### src/rtl/isofrm_pkg.sv
// Shared types, constants and CRC helpers for the ISO 14443-4 I-block framer.
// Used by isofrm_front, isofrm_queue, isofrm_back and the top level.
// No dependencies.
package isofrm_pkg;

	localparam int MAX_RESULTS = 4;
	localparam int RES_IDX_W   = 2;
	localparam int QUEUE_DEPTH = 4;
	localparam int QPTR_W      = 2;
	localparam int QCNT_W      = 3;
	localparam int MSG_CNT_W   = 12;
	localparam int CFG_IDX_W   = 1;
	localparam int CFG_DATA_W  = 9;

	localparam logic [MSG_CNT_W-1:0] MAX_MESSAGE_BYTES = 12'd4095;

	localparam logic [8:0]  FRAME_SIZE_MIN   = 9'd16;
	localparam logic [8:0]  FRAME_SIZE_MAX   = 9'd256;
	localparam logic [8:0]  FRAME_SIZE_RESET = 9'd256;
	localparam logic [8:0]  FRAME_OVERHEAD   = 9'd3;

	localparam logic [15:0] CRC_A_INIT = 16'h6363;
	localparam logic [15:0] CRC_B_INIT = 16'hFFFF;

	localparam logic [7:0]  PCB_CHAIN     = 8'h12;
	localparam logic [7:0]  PCB_LAST      = 8'h02;
	localparam logic [7:0]  PCB_BLOCK_NUM = 8'h01;

	localparam logic KIND_START = 1'b0;
	localparam logic KIND_DATA  = 1'b1;

	localparam logic [CFG_IDX_W-1:0] REG_FRAME_SIZE  = 1'b0;
	localparam logic [CFG_IDX_W-1:0] REG_CRC_VARIANT = 1'b1;

	typedef struct packed {
		logic        kind;
		logic [14:0] message_bits;
		logic [7:0]  data_byte;
	} in_item_t;

	typedef struct packed {
		logic [7:0] out_byte;
		logic [7:0] block_length;
		logic       block_first;
		logic       block_last;
		logic       message_done;
		logic       run_last;
	} out_item_t;

	// one result without run_last; the back end derives that from the record
	typedef struct packed {
		logic [7:0] out_byte;
		logic [7:0] block_length;
		logic       block_first;
		logic       block_last;
		logic       message_done;
	} res_entry_t;

	typedef struct packed {
		res_entry_t [MAX_RESULTS-1:0] ent;
		logic [RES_IDX_W-1:0]         last_idx;
	} rec_t;

	typedef struct packed {
		logic valid;
		rec_t rec;
	} push_t;

	typedef struct packed {
		logic [7:0]  pcb;
		logic [7:0]  blb;
		logic [7:0]  len;
		logic [15:0] crc;
	} open_t;

	function automatic logic [15:0] crc_feed(logic [15:0] crc, logic [7:0] b);
		logic [7:0] t;
		t = b ^ crc[7:0];
		t = t ^ {t[3:0], 4'b0000};
		return {8'h00, crc[15:8]} ^ {t, 8'h00} ^ {5'b00000, t, 3'b000} ^ {12'h000, t[7:4]};
	endfunction

	function automatic logic [15:0] crc_final(logic [15:0] crc, logic variant);
		return variant ? ~crc : crc;
	endfunction

	function automatic open_t open_block(logic [MSG_CNT_W-1:0] blm, logic toggle,
			logic [7:0] payload, logic variant);
		open_t o;
		if (blm > {4'h0, payload}) begin
			o.blb = payload;
			o.pcb = PCB_CHAIN;
		end else begin
			o.blb = blm[7:0];
			o.pcb = PCB_LAST;
		end
		o.pcb = o.pcb | (toggle ? PCB_BLOCK_NUM : 8'h00);
		o.len = o.blb + 8'd1;
		o.crc = crc_feed(variant ? CRC_B_INIT : CRC_A_INIT, o.pcb);
		return o;
	endfunction

	function automatic res_entry_t mk_entry(logic [7:0] b, logic [7:0] len, logic first,
			logic last, logic done);
		res_entry_t e;
		e.out_byte     = b;
		e.block_length = len;
		e.block_first  = first;
		e.block_last   = last;
		e.message_done = done;
		return e;
	endfunction

endpackage

### src/rtl/isofrm_front.sv
// Front end: configuration registers, framing state and per-item result records.
// Each accepted item that produces output is turned into one record of up to four result bytes.
// Depends on isofrm_pkg.
module isofrm_front (
	input  logic                              clk,
	input  logic                              arst_n,
	input  logic                              in_valid,
	output logic                              in_stall,
	input  isofrm_pkg::in_item_t              in_data,
	input  logic                              cfg_we,
	input  logic [isofrm_pkg::CFG_IDX_W-1:0]  cfg_index,
	input  logic [isofrm_pkg::CFG_DATA_W-1:0] cfg_wdata,
	input  logic                              q_full,
	output isofrm_pkg::push_t                 push
);

	logic [8:0]                       frame_size_q;
	logic                             crc_variant_q;
	logic                             toggle_q;
	logic [isofrm_pkg::MSG_CNT_W-1:0] blm_q;
	logic [7:0]                       blb_q;
	logic [15:0]                      crc_q;
	logic                             active_q;
	logic [7:0]                       len_q;

	logic                             toggle_d;
	logic [isofrm_pkg::MSG_CNT_W-1:0] blm_d;
	logic [7:0]                       blb_d;
	logic [15:0]                      crc_d;
	logic                             active_d;
	logic [7:0]                       len_d;

	logic                             accept;
	logic                             produce;
	logic [7:0]                       payload;
	logic [isofrm_pkg::MSG_CNT_W-1:0] start_bytes;
	logic [isofrm_pkg::MSG_CNT_W-1:0] blm_dec;
	logic [7:0]                       blb_dec;
	logic [15:0]                      crc_data;
	logic [15:0]                      crc_tx;
	logic [isofrm_pkg::MSG_CNT_W-1:0] open_blm;
	isofrm_pkg::open_t                op;
	isofrm_pkg::rec_t                 rec;
	logic [8:0]                       fs_sat;

	assign in_stall = q_full;
	assign accept   = in_valid && !q_full;
	assign payload  = 8'(frame_size_q - isofrm_pkg::FRAME_OVERHEAD);

	always_comb begin
		start_bytes = in_data.message_bits[14:3];
		if (start_bytes > isofrm_pkg::MAX_MESSAGE_BYTES) begin
			start_bytes = isofrm_pkg::MAX_MESSAGE_BYTES;
		end
		blm_dec  = blm_q - 12'd1;
		blb_dec  = blb_q - 8'd1;
		crc_data = isofrm_pkg::crc_feed(crc_q, in_data.data_byte);
		open_blm = (in_data.kind == isofrm_pkg::KIND_START) ? start_bytes : blm_dec;
		op       = isofrm_pkg::open_block(open_blm, toggle_q, payload, crc_variant_q);
	end

	always_comb begin
		toggle_d = toggle_q;
		blm_d    = blm_q;
		blb_d    = blb_q;
		crc_d    = crc_q;
		active_d = active_q;
		len_d    = len_q;
		produce  = 1'b0;
		rec      = '0;
		crc_tx   = '0;
		if (in_data.kind == isofrm_pkg::KIND_START) begin
			produce  = 1'b1;
			blm_d    = start_bytes;
			blb_d    = op.blb;
			len_d    = op.len;
			crc_d    = op.crc;
			toggle_d = !toggle_q;
			active_d = 1'b1;
			rec.ent[0] = isofrm_pkg::mk_entry(op.pcb, op.len, 1'b1, 1'b0, 1'b0);
			rec.last_idx = 2'd0;
			if (op.blb == 8'd0) begin
				// empty message: PCB-only block closes at once
				crc_tx   = isofrm_pkg::crc_final(op.crc, crc_variant_q);
				rec.ent[1] = isofrm_pkg::mk_entry(crc_tx[7:0], op.len, 1'b0, 1'b0, 1'b0);
				rec.ent[2] = isofrm_pkg::mk_entry(crc_tx[15:8], op.len, 1'b0, 1'b1, 1'b1);
				rec.last_idx = 2'd2;
				active_d = 1'b0;
			end
		end else if (active_q && blb_q != 8'd0) begin
			produce = 1'b1;
			blm_d   = blm_dec;
			blb_d   = blb_dec;
			crc_d   = crc_data;
			rec.ent[0] = isofrm_pkg::mk_entry(in_data.data_byte, len_q, 1'b0, 1'b0, 1'b0);
			rec.last_idx = 2'd0;
			if (blb_dec == 8'd0) begin
				crc_tx = isofrm_pkg::crc_final(crc_data, crc_variant_q);
				rec.ent[1] = isofrm_pkg::mk_entry(crc_tx[7:0], len_q, 1'b0, 1'b0, 1'b0);
				rec.ent[2] = isofrm_pkg::mk_entry(crc_tx[15:8], len_q, 1'b0, 1'b1,
					blm_dec == 12'd0);
				rec.last_idx = 2'd2;
				if (blm_dec == 12'd0) begin
					active_d = 1'b0;
				end else begin
					// payload remains, so the next block is never empty here
					blb_d    = op.blb;
					len_d    = op.len;
					crc_d    = op.crc;
					toggle_d = !toggle_q;
					rec.ent[3] = isofrm_pkg::mk_entry(op.pcb, op.len, 1'b1, 1'b0, 1'b0);
					rec.last_idx = 2'd3;
				end
			end
		end
	end

	assign push.valid = accept && produce;
	assign push.rec   = rec;

	always_comb begin
		fs_sat = cfg_wdata;
		if (cfg_wdata < isofrm_pkg::FRAME_SIZE_MIN) begin
			fs_sat = isofrm_pkg::FRAME_SIZE_MIN;
		end else if (cfg_wdata > isofrm_pkg::FRAME_SIZE_MAX) begin
			fs_sat = isofrm_pkg::FRAME_SIZE_MAX;
		end
	end

	always_ff @(posedge clk or negedge arst_n) begin
		if (!arst_n) begin
			frame_size_q  <= isofrm_pkg::FRAME_SIZE_RESET;
			crc_variant_q <= 1'b0;
		end else if (cfg_we) begin
			unique case (cfg_index)
				isofrm_pkg::REG_FRAME_SIZE:  frame_size_q  <= fs_sat;
				isofrm_pkg::REG_CRC_VARIANT: crc_variant_q <= cfg_wdata[0];
				default: ;
			endcase
		end
	end

	always_ff @(posedge clk or negedge arst_n) begin
		if (!arst_n) begin
			toggle_q <= 1'b0;
			blm_q    <= '0;
			blb_q    <= '0;
			crc_q    <= '0;
			active_q <= 1'b0;
			len_q    <= '0;
		end else if (accept) begin
			toggle_q <= toggle_d;
			blm_q    <= blm_d;
			blb_q    <= blb_d;
			crc_q    <= crc_d;
			active_q <= active_d;
			len_q    <= len_d;
		end
	end

endmodule

### src/rtl/isofrm_queue.sv
// Short record queue between the framing front end and the byte serializer.
// Register storage; the head entry feeds the output directly.
// Depends on isofrm_pkg.
module isofrm_queue (
	input  logic               clk,
	input  logic               arst_n,
	input  isofrm_pkg::push_t  push,
	input  logic               pop,
	output logic               full,
	output logic               not_empty,
	output isofrm_pkg::rec_t   head
);

	isofrm_pkg::rec_t                  mem_q [isofrm_pkg::QUEUE_DEPTH];
	logic [isofrm_pkg::QPTR_W-1:0]     wr_ptr_q;
	logic [isofrm_pkg::QPTR_W-1:0]     rd_ptr_q;
	logic [isofrm_pkg::QCNT_W-1:0]     count_q;
	logic                              do_push;
	logic                              do_pop;

	assign full      = count_q == isofrm_pkg::QCNT_W'(isofrm_pkg::QUEUE_DEPTH);
	assign not_empty = count_q != '0;
	assign do_push   = push.valid && !full;
	assign do_pop    = pop && not_empty;
	assign head      = mem_q[rd_ptr_q];

	always_ff @(posedge clk) begin
		if (do_push) begin
			mem_q[wr_ptr_q] <= push.rec;
		end
	end

	always_ff @(posedge clk or negedge arst_n) begin
		if (!arst_n) begin
			wr_ptr_q <= '0;
			rd_ptr_q <= '0;
			count_q  <= '0;
		end else begin
			if (do_push) begin
				wr_ptr_q <= wr_ptr_q + 1'b1;
			end
			if (do_pop) begin
				rd_ptr_q <= rd_ptr_q + 1'b1;
			end
			case ({do_push, do_pop})
				2'b10:   count_q <= count_q + 1'b1;
				2'b01:   count_q <= count_q - 1'b1;
				default: count_q <= count_q;
			endcase
		end
	end

endmodule

### src/rtl/isofrm_back.sv
// Back end: walks the head record one result byte per transfer.
// Marks the final byte of each record and releases the record after it.
// Depends on isofrm_pkg.
module isofrm_back (
	input  logic                 clk,
	input  logic                 arst_n,
	input  logic                 not_empty,
	input  isofrm_pkg::rec_t     head,
	output logic                 pop,
	output logic                 out_valid,
	input  logic                 out_stall,
	output isofrm_pkg::out_item_t out_data
);

	logic [isofrm_pkg::RES_IDX_W-1:0] idx_q;
	isofrm_pkg::res_entry_t           cur;
	logic                             is_last;
	logic                             xfer;

	assign out_valid = not_empty;
	assign cur       = head.ent[idx_q];
	assign is_last   = idx_q == head.last_idx;
	assign xfer      = out_valid && !out_stall;
	assign pop       = xfer && is_last;

	assign out_data.out_byte     = cur.out_byte;
	assign out_data.block_length = cur.block_length;
	assign out_data.block_first  = cur.block_first;
	assign out_data.block_last   = cur.block_last;
	assign out_data.message_done = cur.message_done;
	assign out_data.run_last     = is_last;

	always_ff @(posedge clk or negedge arst_n) begin
		if (!arst_n) begin
			idx_q <= '0;
		end else if (xfer) begin
			idx_q <= is_last ? '0 : idx_q + 1'b1;
		end
	end

	a_idx_in_record: assert property (@(posedge clk) disable iff (!arst_n)
		out_valid |-> idx_q <= head.last_idx)
		else $error("result index past end of record");

	a_idx_holds: assert property (@(posedge clk) disable iff (!arst_n)
		out_valid && out_stall |=> idx_q == $past(idx_q))
		else $error("result index moved while stalled");

	a_done_closes: assert property (@(posedge clk) disable iff (!arst_n)
		out_valid && out_data.message_done |-> out_data.block_last && out_data.run_last)
		else $error("message end not on a closing byte");

	a_idle_index: assert property (@(posedge clk) disable iff (!arst_n)
		!out_valid |-> idx_q == '0)
		else $error("result index left nonzero with queue empty");

endmodule

### src/rtl/iso14443_block_chaining_framer_top.sv
// Top level of the ISO 14443-4 I-block chaining framer with CRC_A / CRC_B.
// Instantiates isofrm_front, isofrm_queue and isofrm_back; depends on isofrm_pkg.
//
//   channel | direction | handshake           | payload
//   in      | input     | in_valid/in_stall   | in_data  (kind, message_bits, data_byte)
//   out     | output    | out_valid/out_stall | out_data (byte, length, flags, run_last)
//   cfg     | input     | cfg_we              | cfg_index, cfg_wdata
//
// An input item is taken every cycle while the 4-record queue has room; the
// front end finishes its framing work in the accepting cycle.
// Results leave one per cycle from the queue head while out_stall is low; an
// item closing a block makes 3 or 4 results. Reset clears the queue, framing
// state and config registers (frame_size 256, CRC_A). in_stall rises only
// while the queue is full.
module iso14443_block_chaining_framer_top (
	input  logic                              clk,
	input  logic                              arst_n,
	input  logic                              in_valid,
	output logic                              in_stall,
	input  isofrm_pkg::in_item_t              in_data,
	output logic                              out_valid,
	input  logic                              out_stall,
	output isofrm_pkg::out_item_t             out_data,
	input  logic                              cfg_we,
	input  logic [isofrm_pkg::CFG_IDX_W-1:0]  cfg_index,
	input  logic [isofrm_pkg::CFG_DATA_W-1:0] cfg_wdata
);

	isofrm_pkg::push_t push;
	isofrm_pkg::rec_t  head;
	logic              q_full;
	logic              q_not_empty;
	logic              pop;

	isofrm_front u_front (
		.clk       (clk),
		.arst_n    (arst_n),
		.in_valid  (in_valid),
		.in_stall  (in_stall),
		.in_data   (in_data),
		.cfg_we    (cfg_we),
		.cfg_index (cfg_index),
		.cfg_wdata (cfg_wdata),
		.q_full    (q_full),
		.push      (push)
	);

	isofrm_queue u_queue (
		.clk       (clk),
		.arst_n    (arst_n),
		.push      (push),
		.pop       (pop),
		.full      (q_full),
		.not_empty (q_not_empty),
		.head      (head)
	);

	isofrm_back u_back (
		.clk       (clk),
		.arst_n    (arst_n),
		.not_empty (q_not_empty),
		.head      (head),
		.pop       (pop),
		.out_valid (out_valid),
		.out_stall (out_stall),
		.out_data  (out_data)
	);

endmodule
### config.mk
export PLATFORM = sky130hd
export DESIGN_NAME = iso14443_block_chaining_framer_top
export DESIGN_NICKNAME = d
export VERILOG_FILES = /design/src/rtl/isofrm_pkg.sv /design/src/rtl/isofrm_front.sv /design/src/rtl/isofrm_queue.sv /design/src/rtl/isofrm_back.sv /design/src/rtl/iso14443_block_chaining_framer_top.sv
export SDC_FILE = /design/constraint.sdc
export NUM_CORES = 1
export LEC_CHECK = 0
export ABC_AREA = 1
export BUFFER_PORTS_ARGS = -buffer_cell sky130_fd_sc_hd__buf_2
export CAP_MARGIN = 20
export CELL_PAD_IN_SITES_DETAIL_PLACEMENT = 0
export CELL_PAD_IN_SITES_GLOBAL_PLACEMENT = 1
export CORE_MARGIN = 10
export CORE_UTILIZATION = 50
export CTS_BUF_LIST = sky130_fd_sc_hd__clkbuf_8
export DETAILED_ROUTE_END_ITERATION = 10
export HOLD_SLACK_MARGIN = 0.1
export PLACE_DENSITY = 0.85
export SLEW_MARGIN = 20
export SYNTH_ARGS = -nofsm -noshare
export SYNTH_HDL_FRONTEND = slang
export SYNTH_HIERARCHICAL = 1
export SYNTH_SLANG_ARGS = --single-unit
### constraint.sdc
create_clock -name clk -period 11.42 [get_ports clk]
set_clock_uncertainty 0.1 [all_clocks]
set_input_delay 2.284 -clock clk [delete_from_list [all_inputs] [get_ports clk]]
set_output_delay 2.284 -clock clk [all_outputs]
set_load 0.005 [all_outputs]
==> metrics.txt, run 1 <==
largest net degree at the start of global routing a little over 200; #FFs+latches synth around 380; final wirelength roughly 40000 um; Worst Path Arrival roughly 6.9 ns; Worst Hold Class reg2reg; top cells by area, synth edfxtp_1 51%, nand2_1 9.2%, dfrtp_1 8.8%; Max Fanout on Critical Path 34; CTS tree yes; crit path cell chain buf_2, inv_1, buf_4, o21ai_0, ha_1, a21oi_1, o21a_1, nand2_1, nand2_1, nand2_1, nor2_4, nand2_2, inv_2, nand2_1, nand2_1, ha_1, inv_1, nor3_4, nand2_4, o22ai_1; Async S/R FF share, synth ~17%; Vias/cell 5.27; cell with the most instances after synthesis nand2_1; # setup viols final 0; mean post-synth cell area between 10 and 15 um^2; Post-synth EDFFs approximately 310; sequential-to-total area share from yosys stat 60.1%; Synth cell types 45; Levels on crit path 20; Reg2Reg Setup Slack 6.71 ns; die area between 0.04 and 0.05 mm^2; # resized after CTS 0; Core Region 0.0358 mm^2; Critical path destination u_queue/mem_q[0][43]; vias post-DR between 10k and 15k; CTS root buffer clkbuf_8; number of routed nets with antenna violations 0; setup slack after layout 4.76 ns; P&R area growth vs syn 8.68%; All-Layer GR Usage 18.0%; leading area contributor after synthesis edfxtp_1; Final #Nets roughly 1.9k; MaxCap Viol Count 0; Max transition margin 30.5%; Final min period about 6.7 ns; Worst-Skew Late Latency roughly 0.62 ns; # H-tree levels 2; drt initial violations 877; delay-heaviest family, CP simple AND/OR/NAND/NOR gates; Fmax approximately 0.15 GHz; Ports between 60 and 70; YS warnings 6; vias in the first global route 12.2k; GRT overflow 0; Critical path origin in_data[23]; power density over the cells around 260 mW/mm^2; Post-synth top cells 449 x nand2_1, 312 x edfxtp_1, 255 x inv_1, 160 x o211ai_1, 124 x nor2_1; Worst VDD drop between 0.00015 and 0.0002 V; Post-CTS Repair Setup Buffers 0; Antenna Diode Count 0; Fill cells about 3k; final hold violations 0; slew at the pin closest to its max-slew limit 1.04 ns; Worst setup SP type input pin; share of Yosys cell area claimed by the top area cell type 51.3%; Setup Crit Path Kind in2reg; row count 69; Routed WL per cell roughly 17 um; leak pwr between 8 and 9 nW; CTS Hold Bufs 0; WHS around 0.38 ns; CP max-delay cell buf_2; Main synth FF type edfxtp_1; GPL Wtd Cong slightly below 0.9; initial antenna violation count 0; Die Ht around 210 um; Slowest Stage Delay on Critical Path around 0.62 ns; Setup WS pre-CTS 4.18 ns; initial core utilization between 50 and 60%; worst r2r path cells 21; Clock Tree Buf Depth 3; TritonCTS Buffers 60; CP required between 10 and 15 ns; Bufs and invs on worst path 5; CP dominant cell by count nand2_1; max-slew violation count 0; status finished, final reports clean; FF-to-FF Start u_front/blm_q[1]; share of post-route cells with drive strength above 1 between 10% and 20%; Post-Synthesis Cells about 1.8k; First-pass DRT Iterations 5; Setup TNS 0 ns; CTS sink cnt roughly 380; RSZ-0062 raised after global routing false; Syn Std Cell Area about 0.018 mm^2; reg2reg end u_queue/mem_q[0][43]; hpwl dp between 20000 and 25000 um; IO Port Bufs 57; Die Span X between 200 and 250 um; first-pass GRT wire length between 60000 and 70000 um; clock slew at reported path FFs around 0.06 ns; DRC 0; Tcrit/Tclk final 58.3%; CP Capture Type flop
[cell usage in the layout (no fill, tap or decap), types with 5 or more instances in the layout]
master / count
nor2_2: 6
clkbuf_8: 62
o21ai_1: 11
inv_1: 262
ha_1: 20
o21ai_0: 99
inv_2: 6
nand2_2: 14
a21oi_1: 12
conb_1: 13
dfrtp_1: 62
nor2_4: 9
edfxtp_1: 312
nand2_1: 449
clkinv_1: 22
or2_2: 5
xor2_1: 43
bufinv_16: 6
o211ai_1: 160
clkinv_2: 18
buf_4: 13
o221ai_1: 5
nand4_1: 12
nand3_1: 46
buf_2: 57
o22ai_1: 13
nor2_1: 120
nor3_1: 5
xnor2_1: 12
[flip-flops by register name, summed over array words and instances (netlist names), 3 cells and up]
name / flops
u_front/len_q: 8
u_queue/mem_q: 312
u_front/blm_q: 12
u_front/crc_q: 16
u_front/frame_size_q: 8
u_front/blb_q: 8
u_queue/count_q: 3
[per-stage QoR]
stage	util, %	area, um^2	total power [mW]	instances
2_1_floorplan	-	18300	3.48	1828
3_3_place_gp	51.9	18600	3.93	2250
3_5_place_dp	51.9	18600	3.97	2250
4_1_cts	55.4	19800	5.15	2363
5_1_grt	55.4	19800	5.51	2363
6_report	55.4	19800	5.12	2363
[report_power, final]
part           switching, mW  leakage, nW  internal, mW  total [mW]
registers              0.135         3.62          1.85        1.98
logic                   1.36         4.14         0.597        1.96
clock network          0.534        0.676         0.645        1.18
total                   2.03         8.43          3.09        5.12
[worst register-to-register path: cells and delay by family (launching register included)]
family	cells	cell delay, ns
simple gates	12	1.84
flops	1	0.39
compound gates	3	0.98
buf+inv	3	0.32
fa+ha+maj	3	0.80
[layout make-up]
cell class              instances  area (um^2)  share of cell area (%)
repair buffers                 70          383                    1.93
clock buffers                  62          853                    4.30
flip-flops and latches        376        11000                    55.3
multi-input cells            1074         5640                    28.4
clock inverters                51          388                    1.96
well taps                     461          577                    2.91
inverters                     269         1020                    5.17
[worst min path at each step]
stage,slack (ns),endpoint,from,cells after the start
detailed placement,0.37,u_queue/count_q[0],u_queue/count_q[0],1
floorplan,0.35,u_queue/count_q[0],u_queue/count_q[0],1
finish,0.38,u_queue/count_q[0],u_queue/count_q[0],1
global placement,0.37,u_queue/count_q[0],u_queue/count_q[0],1
global route,0.39,u_queue/count_q[0],u_queue/count_q[0],1
CTS,0.38,u_queue/count_q[0],u_queue/count_q[0],1
[kinds of logic (layout without fill, tap and decap cells)]
group / after synthesis / after routing / share of synthesized area (%)
XOR/XNOR: 55 / 55 / 2.64
other: 1 / 13 / 0.0205
AO/OA/AOI/OAI: 311 / 311 / 11.1
AND/OR/NAND/NOR: 674 / 674 / 15.2
flip-flops: 376 / 376 / 60.1
buffers and inverters: 378 / 452 / 9.46
adder cells (fa/ha/maj): 21 / 21 / 1.48
[routing by layer]
layer,vias to the layer above,part of all wire [%],global-route usage [%]
li1,6153,-,-
met1,5879,45,23.6
met2,358,47,29.6
met3,66,6.4,3.25
met4,0,2.2,5.77
met5,-,0,0
Power figures use the tool's default switching activity.
==> run 2, diff against run 1 <==
Settings changed: ABC_AREA 1 to 0, PLACE_DENSITY 0.85 to 0.83.
Clock period 11.42 ns to 5.5 ns, I/O delays scaled along.
==> run 2 against run 1 <==
Compared with the run above:
- count of clock-buffer cells in the layout grew 5
- final area shrank 4.7%
- non-clock buffer count grew 26
- clock power grew 93%
- utilization grew 0.87 points
- hold slack gained 0.017 ns
- via count shrank 24%
- combinational power grew 76%
- largest power group unchanged
- global-route usage shrank 1.1 points
- die area shrank 5.8%
- wire length shrank 11%
==> metrics.txt, run 2 <==
status finished, final reports clean; Max transition margin between 40% and 50%; sw frac about 33%; Worst Hold Class reg2reg; share of post-route cells with drive strength above 1 between 20% and 30%; GPL Wtd Cong between 0.8 and 0.9; All-Layer GR Usage approximately 17%; YS warnings 6; Reg2Reg Setup Slack 0.27 ns; CTS root buffer clkbuf_8; Post-synth top cells 312 x edfxtp_1, 95 x mux4_2, 72 x nand2_1, 64 x dfrtp_1, 64 x o21ai_0; Seq. cell area between 0.01 and 0.015 mm^2; vias post-DR around 9.5k; hold path endpoint u_front/crc_q[7]; max-slew violation count 0; leading area contributor after synthesis edfxtp_1; sequential share of power a little over two fifths; final hold violations 0; xor and xnor fraction of the mapped netlist area 3.74%; power density over the cells approximately 530 mW/mm^2; mean post-synth cell area about 16 um^2; FF-to-FF Start u_front/blm_q[1]; most common cell after layout, fill and taps aside edfxtp_1; # H-tree levels 2; Internal Pwr Total 6.69 mW; number of routed nets with antenna violations 0; largest net degree at the start of global routing 76; max reg flops approximately 310; Slowest Stage Delay on Critical Path between 0.4 and 0.5 ns; Worst setup SP type flop; largest family of logic cells by synthesized area multiplexers; WHS around 0.4 ns; Die Ht 205 um; CTS sink cnt around 380; CP required ~5.7 ns; CTS tree yes; setup slack after layout 0.272 ns; Non-Filler Instances about 1.7k; Main synth FF type edfxtp_1; crit path cell chain inv_1, ha_1, or3b_1, or4_1, a31o_2, inv_1, ha_1, a21oi_1, a21boi_0, o32ai_1, buf_4, nand3_4, mux2i_1, inv_1, ha_1, and2_1, and4b_1, nand4_1, a31oi_2, a21oi_2, o21ai_0; sw power around 3.3 mW; # setup viols final 0; Synth Area in Simple Gates 6.41%; Core Region between 0.03 and 0.04 mm^2; Ports 61; Final min period ~5.2 ns; Final Power about 10 mW; final instance area approximately 0.019 mm^2; largest reg by FF count u_queue/mem_q; multi-input logic area between 0.005 and 0.006 mm^2; Worst-Skew Late Latency 0.60 ns; Worst Path Arrival roughly 5.4 ns; Syn Std Cell Area approximately 0.017 mm^2; post-synthesis adder-cell area fraction approximately 1.6%; mux cell area share after synthesis 13.7%; IO Port Bufs 57; hold path depth 2; Post-Synthesis Cells approximately 1.1k; biggest regs u_queue/mem_q: 312 flops, u_front/crc_q: 16 flops, u_front/blm_q: 12 flops; CP max-delay cell a21oi_2; Post-synth EDFFs about 310; First-pass DRT Iterations 5; share of Yosys cell area claimed by the top area cell type 54.8%; Tcrit/Tclk final about 95%; Layout Utilization around 56%; TritonCTS Buffers 60; power share of the clock group ~23%; Routed WL per cell approximately 21 um; Fmax 0.191 GHz; clock slew at reported path FFs roughly 0.06 ns; reg2reg end u_queue/mem_q[2][37]; slew at the pin closest to its max-slew limit slightly below 0.9 ns; Synth cell types 75; placed cell count between 1.5k and 2k; GRT overflow 0; Area after DPL between 0.015 and 0.02 mm^2; Vias/cell approximately 5.7; DRC 0; initial core utilization about 50%; leak pwr 6.80 nW; Clock Tree Buf Depth 3; top cells by area, synth edfxtp_1 55%, mux4_2 13%, dfrtp_1 9.4%; Async S/R FF share, synth approximately 17%; Fill cells about 2.6k; most frequent cells in the layout 312 x edfxtp_1, 95 x mux4_2, 72 x nand2_1, 67 x clkbuf_8, 64 x o21ai_0; Setup Crit Path Kind reg2reg; drt initial violations approximately 750; Setup TNS 0 ns; Die Span X slightly above 200 um; Max Fanout on Critical Path 8; CP Capture Type flop; Setup WS pre-CTS -0.104 ns; Antenna Diode Count 0; logic gate share of total power approximately a third; worst r2r path cells 21; P&R area growth vs syn 10.6%; Worst VDD drop 0.000340 V; sequential-to-total area share from yosys stat 64.2%; initial antenna violation count 0; vias in the first global route a little under 10k; cell with the most instances after synthesis edfxtp_1; RSZ-0062 raised after global routing true; #FFs+latches synth roughly 380; die area between 0.04 and 0.05 mm^2; worst hold start u_front/crc_q[7]; Synth Area in Compound Gates ~6%; row count 67; MaxCap Viol Count 0; hpwl dp 22500 um; first-pass GRT wire length around 55000 um; Final #Nets between 1k and 1.5k; final wirelength ~35000 um
run 2: changes by cell type in the layout (fill, tap and decap cells not counted), sizes merged, moves of 13 or more:
cell | before | now
a21oi | 12 | 30
and3 | 0 | 13
buf | 70 | 96
clkinv | 40 | 18
inv | 273 | 54
mux4 | 0 | 97
nand2 | 464 | 74
nand3 | 48 | 9
nor2 | 135 | 47
o211ai | 160 | 4
o21ai | 111 | 70
xnor2 | 12 | 46
xor2 | 43 | 27
run 2: cells by family after synthesis:
kind of cell    count (synthesis)
fa+ha+maj                      21
other cells                     1
flops                         376
compound gates                162
xor+xnor                       73
simple gates                  216
mux                           112
buf+inv                       111
run 2: how the worst max path moves through the flow:
stage / start / to / slack (ns)
3_3_place_gp: in_data[23] / u_queue/mem_q[0][37] / 0.02
4_1_cts: u_front/blm_q[1] / u_queue/mem_q[3][33] / 0.09
6_report: u_front/blm_q[1] / u_queue/mem_q[2][37] / 0.27
2_1_floorplan: u_front/blm_q[0] / u_queue/mem_q[0][43] / 0.23
5_1_grt: u_front/blm_q[1] / u_queue/mem_q[2][37] / -0.04
3_5_place_dp: u_front/blm_q[1] / u_queue/mem_q[0][37] / -0.10
run 2: worst max-delay path, delay by kind of cell (launching register included):
| kind | cells | cell delay, ns |
|---|---|---|
| flip-flops | 1 | 0.42 |
| adder cells (fa/ha/maj) | 3 | 0.68 |
| AO/OA/AOI/OAI | 7 | 1.68 |
| buffers and inverters | 4 | 0.51 |
| multiplexers | 1 | 0.21 |
| AND/OR/NAND/NOR | 6 | 1.31 |
run 2: routing by layer:
metal / GRT usage, % / routed length [um] / vias up
met5: 0 / 0 / -
li1: - / - / 4304
met2: 28.0 / 17500 / 297
met1: 22.3 / 14700 / 4810
met4: 4.54 / 701 / 0
met3: 3.47 / 2340 / 53
run 2: cell type report:
cell class,count,share of cell area [%]
tap,448,2.97
multi-input combinational,598,29.0
sequential,376,58.1
clock buffer,67,4.88
inverter,29,0.576
clock inverter,46,1.38
timing repair buffer,96,3.16
run 2: timing repair:
| item | 4_1_cts | 5_1_grt |
|---|---|---|
| hold buffers | 0 | 0 |
| gates cloned | 0 | 1 |
| pin swaps | 0 | 4 |
| endpoints found under the setup margin | 44 | 80 |
| setup buffers | 0 | 1 |
| gates resized for setup | 2 | 7 |
run 2: power groups by stage:
stage / Sequential, mW / Combinational (mW) / Clock [mW]
2_1_floorplan: 4.10 / 2.81 / 0
3_3_place_gp: 4.32 / 3.44 / 0
3_5_place_dp: 4.37 / 3.49 / 0
4_1_cts: 4.31 / 3.50 / 2.34
5_1_grt: 4.38 / 3.79 / 2.48
6_report: 4.30 / 3.44 / 2.28
